## config.mk

```make
export PLATFORM = sky130hd
export DESIGN_NAME = serial_receive_frame_assembler_flat
export DESIGN_NICKNAME = d
export VERILOG_FILES = /design/src/srfa_pkg.sv /design/src/srfa_ifs.sv /design/src/srfa_ram.sv /design/src/serial_receive_frame_assembler.sv /design/src/flat_wrapper.sv
export SDC_FILE = /design/constraint.sdc
export NUM_CORES = 1
export LEC_CHECK = 0
export ABC_AREA = 1
export BUFFER_PORTS_ARGS = -buffer_cell sky130_fd_sc_hd__buf_2
export CORE_UTILIZATION = 23
export CTS_CLUSTER_SIZE = 20
export DETAILED_ROUTE_END_ITERATION = 10
export GPL_TIMING_DRIVEN = 0
export PLACE_DENSITY_LB_ADDON = 0.25
export SLEW_MARGIN = 10
export SYNTH_ARGS = -nofsm -noshare
export SYNTH_HDL_FRONTEND = slang
export SYNTH_SLANG_ARGS = --single-unit
export TNS_END_PERCENT = 5
```

## constraint.sdc

```tcl
create_clock -name i_clk -period 5.7 [get_ports i_clk]
set_input_delay 0.57 -clock i_clk [delete_from_list [all_inputs] [get_ports i_clk]]
set_output_delay 0.57 -clock i_clk [all_outputs]
set_load 0.03 [all_outputs]
```

## src/srfa_pkg.sv

```systemverilog
package srfa_pkg;

    localparam int STORE_DEPTH_DEF = 64;

    localparam int BYTE_W    = 8;
    localparam int POS_W     = 6;
    localparam int CAUSE_W   = 2;
    localparam int IDLE_W    = 16;
    localparam int CFG_IDX_W = 2;
    localparam int CFG_DAT_W = 16;

    localparam logic [IDLE_W-1:0] DEFAULT_TIMEOUT = IDLE_W'(10);

    localparam logic KIND_BYTE = 1'b0;
    localparam logic KIND_TICK = 1'b1;

    localparam logic MODE_TIMEOUT = 1'b0;
    localparam logic MODE_END     = 1'b1;

    localparam logic [CAUSE_W-1:0] CAUSE_FULL    = 2'd0;
    localparam logic [CAUSE_W-1:0] CAUSE_TIMEOUT = 2'd1;
    localparam logic [CAUSE_W-1:0] CAUSE_END     = 2'd2;

    localparam logic [CFG_IDX_W-1:0] CFG_FRAME_MODE = 2'd0;
    localparam logic [CFG_IDX_W-1:0] CFG_TIMEOUT    = 2'd1;
    localparam logic [CFG_IDX_W-1:0] CFG_END_BYTE   = 2'd2;

    typedef struct packed {
        logic              item_kind;
        logic [BYTE_W-1:0] rx_byte;
    } t_in_item;

    typedef struct packed {
        logic [BYTE_W-1:0]  frame_byte;
        logic [POS_W-1:0]   byte_position;
        logic [POS_W-1:0]   frame_length;
        logic [CAUSE_W-1:0] close_cause;
        logic               last_of_frame;
    } t_out_item;

    typedef struct packed {
        logic [CFG_IDX_W-1:0] index;
        logic [CFG_DAT_W-1:0] wr_data;
    } t_cfg_wr;

endpackage

```

## src/srfa_ifs.sv

```systemverilog
interface srfa_in_if;
    logic               valid;
    logic               ready;
    srfa_pkg::t_in_item data;

    modport source (output valid, output data, input ready);
    modport sink   (input valid, input data, output ready);
endinterface

interface srfa_out_if;
    logic                valid;
    logic                ready;
    srfa_pkg::t_out_item data;

    modport source (output valid, output data, input ready);
    modport sink   (input valid, input data, output ready);
endinterface

interface srfa_cfg_if;
    logic              valid;
    logic              ready;
    srfa_pkg::t_cfg_wr data;

    modport source (output valid, output data, input ready);
    modport sink   (input valid, input data, output ready);
endinterface

```

## src/srfa_ram.sv

```systemverilog
module srfa_ram #(
    parameter int WIDTH = 8,
    parameter int DEPTH = 64
) (
    input  logic                     i_clk,
    input  logic                     i_wr_en,
    input  logic [$clog2(DEPTH)-1:0] i_wr_addr,
    input  logic [WIDTH-1:0]         i_wr_data,
    input  logic [$clog2(DEPTH)-1:0] i_rd_addr,
    output logic [WIDTH-1:0]         o_rd_data
);

    logic [WIDTH-1:0] r_mem [DEPTH];

    always_ff @(posedge i_clk) begin
        if (i_wr_en) begin
            r_mem[i_wr_addr] <= i_wr_data;
        end
        o_rd_data <= r_mem[i_rd_addr];
    end

endmodule

```

## src/serial_receive_frame_assembler.sv

```systemverilog
// Serial receive frame assembler.
// i_in carries one transaction per received byte or per elapsed time tick.
// Bytes are written into a frame store; a frame closes when the store holds
// STORE_DEPTH-1 bytes, when a tick finds the idle count above timeout_ticks
// (10 if timeout_ticks is 0; timeout mode), or when the end byte arrives (end-byte mode).
// o_out then carries one transaction per stored byte, in arrival order, with
// position, frame length, close cause and a last flag.
// i_cfg writes frame_mode (0), timeout_ticks (1) and end_byte (2); other
// indexes are dropped. It is always ready.
// Throughput: one input transaction a cycle while no frame closes. A closing
// transaction holds off i_in until every stored byte is read out: each byte goes
// through S_READ (store read address) and S_LOAD (registered store read into the
// output register), so no new input is taken during the readout.
// When the receiver stalls, the readout waits on the output register; input
// is taken again once the last result sits in that register.
// Reset (synchronous) clears fill count, open flag, idle count and readout
// control and sets the registers to 0 / 10 / 10. The store is not cleared.
module serial_receive_frame_assembler #(
    parameter int STORE_DEPTH = srfa_pkg::STORE_DEPTH_DEF
) (
    input  logic              i_clk,
    input  logic              i_rst_n,
    srfa_in_if.sink           i_in,
    srfa_out_if.source        o_out,
    srfa_cfg_if.sink          i_cfg
);

    import srfa_pkg::*;

    localparam int AW = $clog2(STORE_DEPTH);

    localparam logic [1:0] S_IDLE = 2'd0;
    localparam logic [1:0] S_READ = 2'd1;
    localparam logic [1:0] S_LOAD = 2'd2;

    logic [1:0]           r_state, n_state;
    logic [AW-1:0]        r_fill, n_fill;
    logic                 r_open, n_open;
    logic [IDLE_W-1:0]    r_idle, n_idle;
    logic [AW-1:0]        r_len, n_len;
    logic [CAUSE_W-1:0]   r_cause, n_cause;
    logic [AW-1:0]        r_rd_idx, n_rd_idx;
    t_out_item            r_out, n_out;
    logic                 r_out_valid, n_out_valid;

    logic                 r_mode;
    logic [IDLE_W-1:0]    r_timeout;
    logic [BYTE_W-1:0]    r_end_byte;

    logic                 w_in_acc;
    logic                 w_wr_en;
    logic [BYTE_W-1:0]    w_rd_data;
    logic [IDLE_W-1:0]    w_limit;
    logic [IDLE_W-1:0]    w_idle_inc;
    logic                 w_last;

    assign i_in.ready  = (r_state == S_IDLE);
    assign w_in_acc    = i_in.valid & i_in.ready;
    assign i_cfg.ready = 1'b1;
    assign o_out.valid = r_out_valid;
    assign o_out.data  = r_out;

    assign w_wr_en    = w_in_acc && (i_in.data.item_kind == KIND_BYTE);
    assign w_limit    = (r_timeout == '0) ? DEFAULT_TIMEOUT : r_timeout;
    assign w_idle_inc = (r_idle == '1) ? r_idle : r_idle + 1'b1;
    assign w_last     = (r_rd_idx == r_len - 1'b1);

    srfa_ram #(
        .WIDTH (BYTE_W),
        .DEPTH (STORE_DEPTH)
    ) u_store (
        .i_clk     (i_clk),
        .i_wr_en   (w_wr_en),
        .i_wr_addr (r_fill),
        .i_wr_data (i_in.data.rx_byte),
        .i_rd_addr (r_rd_idx),
        .o_rd_data (w_rd_data)
    );

    always_comb begin
        n_state     = r_state;
        n_fill      = r_fill;
        n_open      = r_open;
        n_idle      = r_idle;
        n_len       = r_len;
        n_cause     = r_cause;
        n_rd_idx    = r_rd_idx;
        n_out       = r_out;
        n_out_valid = r_out_valid;

        if (r_out_valid && o_out.ready) begin
            n_out_valid = 1'b0;
        end

        unique case (r_state)
            S_IDLE: begin
                if (w_in_acc) begin
                    if (i_in.data.item_kind == KIND_BYTE) begin
                        n_open = 1'b1;
                        n_idle = '0;
                        n_fill = r_fill + 1'b1;
                        if (r_fill == AW'(STORE_DEPTH - 2)) begin
                            n_cause = CAUSE_FULL;
                            n_state = S_READ;
                        end else if (r_mode == MODE_END
                                     && i_in.data.rx_byte == r_end_byte) begin
                            n_cause = CAUSE_END;
                            n_state = S_READ;
                        end
                    end else if (r_open) begin
                        n_idle = w_idle_inc;
                        if (r_mode == MODE_TIMEOUT && w_idle_inc > w_limit) begin
                            n_cause = CAUSE_TIMEOUT;
                            n_state = S_READ;
                        end
                    end
                    if (n_state == S_READ) begin
                        n_len    = n_fill;
                        n_fill   = '0;
                        n_open   = 1'b0;
                        n_rd_idx = '0;
                    end
                end
            end
            S_READ: begin
                n_state = S_LOAD;
            end
            S_LOAD: begin
                if (!r_out_valid || o_out.ready) begin
                    n_out_valid         = 1'b1;
                    n_out.frame_byte    = w_rd_data;
                    n_out.byte_position = POS_W'(r_rd_idx);
                    n_out.frame_length  = POS_W'(r_len);
                    n_out.close_cause   = r_cause;
                    n_out.last_of_frame = w_last;
                    if (w_last) begin
                        n_state = S_IDLE;
                    end else begin
                        n_rd_idx = r_rd_idx + 1'b1;
                        n_state  = S_READ;
                    end
                end
            end
            default: begin
                n_state = S_IDLE;
            end
        endcase
    end

    always_ff @(posedge i_clk) begin
        if (!i_rst_n) begin
            r_state     <= S_IDLE;
            r_fill      <= '0;
            r_open      <= 1'b0;
            r_idle      <= '0;
            r_rd_idx    <= '0;
            r_out_valid <= 1'b0;
            r_len       <= '0;
            r_cause     <= CAUSE_FULL;
        end else begin
            r_state     <= n_state;
            r_fill      <= n_fill;
            r_open      <= n_open;
            r_idle      <= n_idle;
            r_rd_idx    <= n_rd_idx;
            r_out_valid <= n_out_valid;
            r_len       <= n_len;
            r_cause     <= n_cause;
        end
    end

    always_ff @(posedge i_clk) begin
        r_out <= n_out;
    end

    always_ff @(posedge i_clk) begin
        if (!i_rst_n) begin
            r_mode     <= MODE_TIMEOUT;
            r_timeout  <= DEFAULT_TIMEOUT;
            r_end_byte <= BYTE_W'(10);
        end else if (i_cfg.valid && i_cfg.ready) begin
            unique case (i_cfg.data.index)
                CFG_FRAME_MODE: r_mode     <= i_cfg.data.wr_data[0];
                CFG_TIMEOUT:    r_timeout  <= i_cfg.data.wr_data[IDLE_W-1:0];
                CFG_END_BYTE:   r_end_byte <= i_cfg.data.wr_data[BYTE_W-1:0];
                default: begin
                end
            endcase
        end
    end

    // closed frame never empty, store never fills past its limit
    a_len_nonzero: assert property (@(posedge i_clk) disable iff (!i_rst_n)
        (r_state != S_IDLE) |-> (r_len != '0))
        else $error("readout of an empty frame");

    a_fill_bound: assert property (@(posedge i_clk) disable iff (!i_rst_n)
        r_fill <= AW'(STORE_DEPTH - 2))
        else $error("fill count past store limit");

    a_closed_empty: assert property (@(posedge i_clk) disable iff (!i_rst_n)
        !r_open |-> (r_fill == '0))
        else $error("bytes held with no open frame");

    a_pos_in_frame: assert property (@(posedge i_clk) disable iff (!i_rst_n)
        r_out_valid |-> (r_out.byte_position < r_out.frame_length))
        else $error("byte position beyond frame length");

    a_readout_start: assert property (@(posedge i_clk) disable iff (!i_rst_n)
        (r_state == S_IDLE && n_state == S_READ) |=> (r_rd_idx == '0 && r_fill == '0))
        else $error("readout did not restart at first byte");

endmodule

```

## src/flat_wrapper.sv

```systemverilog
// flat-port wrapper written by rule: the top's interface ports become plain ports
module serial_receive_frame_assembler_flat import srfa_pkg::*;
#(
    parameter int STORE_DEPTH = srfa_pkg::STORE_DEPTH_DEF
)
  (i_clk, i_rst_n, i_in_valid, i_in_data, i_in_ready, o_out_valid, o_out_data, o_out_ready, i_cfg_valid, i_cfg_data, i_cfg_ready);
  srfa_in_if i_in_i ();
  srfa_out_if o_out_i ();
  srfa_cfg_if i_cfg_i ();
  input  logic i_clk;
  input  logic i_rst_n;
  input wire logic [$bits(i_in_i.valid)-1:0] i_in_valid;
  input wire logic [$bits(i_in_i.data)-1:0] i_in_data;
  output wire logic [$bits(i_in_i.ready)-1:0] i_in_ready;
  output wire logic [$bits(o_out_i.valid)-1:0] o_out_valid;
  output wire logic [$bits(o_out_i.data)-1:0] o_out_data;
  input wire logic [$bits(o_out_i.ready)-1:0] o_out_ready;
  input wire logic [$bits(i_cfg_i.valid)-1:0] i_cfg_valid;
  input wire logic [$bits(i_cfg_i.data)-1:0] i_cfg_data;
  output wire logic [$bits(i_cfg_i.ready)-1:0] i_cfg_ready;
  assign i_in_i.valid = i_in_valid;
  assign i_in_i.data = i_in_data;
  assign i_in_ready = i_in_i.ready;
  assign o_out_valid = o_out_i.valid;
  assign o_out_data = o_out_i.data;
  assign o_out_i.ready = o_out_ready;
  assign i_cfg_i.valid = i_cfg_valid;
  assign i_cfg_i.data = i_cfg_data;
  assign i_cfg_ready = i_cfg_i.ready;
  serial_receive_frame_assembler #(.STORE_DEPTH(STORE_DEPTH)) u_core (.i_clk(i_clk), .i_rst_n(i_rst_n), .i_in(i_in_i), .o_out(o_out_i), .i_cfg(i_cfg_i));
endmodule
```

==> flow_metrics.env <==
export IMPL_power_frac_comb=0.095
export IMPL_avgSynthCellArea_um2=11.6
export IMPL_post_cts_resized=0
export IMPL_cts_root_buf="clkbuf_16"
export IMPL_synth_largest_area_cell="edfxtp_1"
export IMPL_startpoint_type="flip-flop"
export IMPL_antenna_found_initial=1
export IMPL_drt_total_wl_mm=95.6
export IMPL_max_clock_freq_ghz=0.277
export IMPL_power_density_mw_per_mm2=355
export IMPL_cts_buffer_depth=3
export IMPL_drc=0
export IMPL_postCtsHoldBufs=0
export IMPL_p_int_mw=7.85
export IMPL_status="completed"
export IMPL_worst_pin_slew_ns=1.33
export IMPL_post_cts_buffers=0
export IMPL_setup_viol=0
export IMPL_path_delay_family="simple AND/OR/NAND/NOR gates"
export IMPL_ir_drop_mv=0.184
export IMPL_synthTopCellsByArea="edfxtp_1 64%, o21ai_0 6.7%, nor2_1 6.2%"
export IMPL_seq_area_frac_synth=0.700
export IMPL_slowest_stage="dfxtp_1"
export IMPL_first_pass_iters=5
export IMPL_yosys_most_used_dff="edfxtp_1"
export IMPL_die_h_um=332
export IMPL_finalHoldViolations=0
export IMPL_slowest_delay_ns=0.42
export IMPL_clkLatencyLatePin_ns=0.64
export IMPL_gp_congestion=0.958
export IMPL_hp_class="in -> reg"
export IMPL_layout_nets=2351
export IMPL_p_clk_frac=0.438
export IMPL_grtUsageTotal=0.170
export IMPL_ios=58
export IMPL_n_fill_cell=11200
export IMPL_cts_tree="done"
export IMPL_critPathBufInv=3
export IMPL_yosys_warnings=0
export IMPL_wire_per_inst_um=25.5
export IMPL_startpoint="u_core.r_idle[0]"
export IMPL_clkSinkCount=608
export IMPL_fin_crit_sh=0.634
export IMPL_layout_min_cycle_time_ns=3.62
export IMPL_drive_gt1_frac=0.101
export IMPL_crit_arrival_ns=4.16
export IMPL_n_antenna_cell=0
export IMPL_hold_start="i_cfg_data[3]"
export IMPL_path_max_fanout=10
export IMPL_p_sw_frac=0.252
export IMPL_leakagePower_nw=9.74
export IMPL_slew_headroom=0.110
export IMPL_synth_area_mm2=0.0250
export IMPL_synth_distinct_cells=47
export IMPL_synth_seq_cells=608
export IMPL_grt_ovfl_total=0
export IMPL_synth_top_area_frac=0.642
export IMPL_fin_setup_tns_ns=0
export IMPL_maxCapViolCount=0
export IMPL_area_growth_pct=18.3
export IMPL_r2r_start="u_core.r_idle[0]"
export IMPL_crit_top_cell="nand2_1"
export IMPL_fin_skew_ns=0.0354
export IMPL_synth_cells=2160
export IMPL_first_iter_violations=2030
export IMPL_die_x_um=332
export IMPL_synth_edf_count=535
export IMPL_ctsHtreeMaxLevel=3
export IMPL_crit_chain="ha_1 -> inv_1 -> nor2_4 -> nand3_4 -> nor2_4 -> nand4_4 -> buf_6 -> nand2_2 -> xor2_2 -> ha_1 -> a21oi_1 -> nand2_1 -> a21oi_1 -> nand2_1 -> nand2_1 -> nand2_1 -> nand2_1 -> nand2_1 -> buf_2 -> nand3_1 -> nand2_1 -> nor2_1"
export IMPL_clk_pin_slew_ns=0.06
export IMPL_crit_path_end_kind="flip-flop"
export IMPL_coreArea_mm2=0.108
export IMPL_drv_slew=0
export IMPL_vias=18300
export IMPL_routed_via_density=4.86
export IMPL_ant_nets=0
export IMPL_p_sw_mw=2.65
export IMPL_numCtsBuffers=69
export IMPL_grt_first_pass_wirelength_mm=133
export IMPL_rsz0062_at_grt="no"
export IMPL_rows=120
export IMPL_pwr_share_seq=0.467
export IMPL_initial_utilization=0.233
export IMPL_critPathKind="reg -> reg"
export IMPL_dp_final_hpwl_mm=65.1
export IMPL_required_ns=6.24
export IMPL_dieArea_mm2=0.110
export IMPL_portBuffers=55
export IMPL_async_flop_share=0
export IMPL_syn_num_nets=2213
export IMPL_grt_max_degree=67
export IMPL_first_global_vias=17600
export IMPL_holdWs_ns=0.210
per-stage QoR:
stage          utilization  instances  worst slack (ns)  power [mW]  area (um^2)
2_1_floorplan            -       2160              2.77        5.46        25000
3_3_place_gp         0.252       3618              2.00        5.97        27100
3_5_place_dp         0.254       3630              2.13        5.98        27300
4_1_cts              0.275       3754              2.10        10.6        29600
5_1_grt              0.275       3754              1.74        10.8        29600
6_report             0.275       3754              2.08        10.5        29600
worst reg2reg max path, cell delays in order (launching register included):
cell     delay, ns
dfxtp_1       0.42
ha_1          0.23
inv_1         0.08
nor2_4        0.16
nand3_4       0.11
nor2_4        0.18
nand4_4       0.14
buf_6         0.18
nand2_2       0.09
xor2_2        0.22
ha_1          0.30
a21oi_1       0.17
nand2_1       0.07
a21oi_1       0.16
nand2_1       0.07
nand2_1       0.11
nand2_1       0.06
nand2_1       0.23
nand2_1       0.11
buf_2         0.19
nand3_1       0.08
nand2_1       0.05
nor2_1        0.15
power by group through the flow:
| stage | registers (mW) | logic, mW | clock network [mW] |
|---|---|---|---|
| floorplan | 5.00 | 0.456 | 0 |
| global route | 4.91 | 1.05 | 4.82 |
| CTS | 4.91 | 0.983 | 4.66 |
| detailed placement | 5.00 | 0.980 | 0 |
| finish | 4.91 | 0.996 | 4.60 |
| global placement | 5.01 | 0.967 | 0 |
routing by layer:
| layer | GRT usage | vias up | routed length, um |
|---|---|---|---|
| met5 | 0 | - | 0 |
| met1 | 0.223 | 9265 | 41100 |
| met3 | 0.0237 | 151 | 5770 |
| met4 | 0.0712 | 0 | 3720 |
| li1 | - | 8077 | - |
| met2 | 0.279 | 762 | 44900 |
final timing paths:
check | to | slack [ns] | cells past startpoint
worst min register to register | u_core.o_out.data[18] | 0.41 | 0
worst max register to register | u_core.r_rd_idx[0] | 2.08 | 22
worst max-delay path | u_core.r_rd_idx[0] | 2.08 | 22
worst min-delay path | u_core.r_timeout[3] | 0.21 | 3
registers in the layout, indices dropped and copies added (netlist names):
| register | flops |
|---|---|
| u_core.o_out.data | 23 |
| u_core.o_out.valid | 1 |
| u_core.r_cause | 2 |
| u_core.r_end_byte | 8 |
| u_core.r_fill | 6 |
| u_core.r_idle | 16 |
| u_core.r_len | 6 |
| u_core.r_mode | 1 |
| u_core.r_open | 1 |
| u_core.r_rd_idx | 6 |
| u_core.r_state | 2 |
| u_core.r_timeout | 16 |
| u_core.u_store.o_rd_data | 8 |
| u_core.u_store.r_mem | 512 |
placed cells by master (no fill, tap or decap), types with 16 or more instances in the layout:
cell type | netlist | final
inv_1 | 73 | 73
nand3_1 | 47 | 47
nand2_1 | 202 | 202
edfxtp_1 | 535 | 535
a21oi_1 | 61 | 61
clkbuf_16 | 0 | 72
nor2_1 | 410 | 401
dfxtp_1 | 73 | 73
clkbuf_1 | 87 | 101
ha_1 | 21 | 21
buf_2 | 30 | 77
o211ai_1 | 29 | 29
o21ai_0 | 336 | 336
o22ai_1 | 125 | 125
buf_4 | 7 | 16
synthesized netlist by cell type, drive strengths merged (13+ instances only):
| cell | count |
|---|---|
| a21oi | 62 |
| edfxtp | 535 |
| nand4 | 13 |
| nand3 | 49 |
| nor3 | 15 |
| o211ai | 29 |
| dfxtp | 73 |
| o22ai | 125 |
| o21ai | 345 |
| clkbuf | 87 |
| nand2 | 208 |
| inv | 74 |
| buf | 44 |
| ha | 21 |
| nor2 | 413 |
cell families (layout without fill, tap and decap cells):
| family | Yosys count | after routing | synth area share |
|---|---|---|---|
| AO/OA/AOI/OAI | 589 | 589 | 0.131 |
| buffers and inverters | 211 | 402 | 0.0357 |
| XOR/XNOR | 22 | 22 | 0.00800 |
| AND/OR/NAND/NOR | 708 | 708 | 0.115 |
| flip-flops | 608 | 608 | 0.700 |
| other | 1 | 1 | 0.000150 |
| adder cells (fa/ha/maj) | 21 | 21 | 0.0105 |
area by class of cell:
class	instances	area (um^2)	share of cell area
flip-flops and latches	608	17500	0.592
clock inverters	36	422	0.0142
repair buffers	67	487	0.0164
multi-input cells	1341	6640	0.224
plain buffers	132	596	0.0201
clock buffers	88	1880	0.0636
inverters	79	297	0.0100
well taps	1403	1760	0.0593
Power figures use the tool's default switching activity.
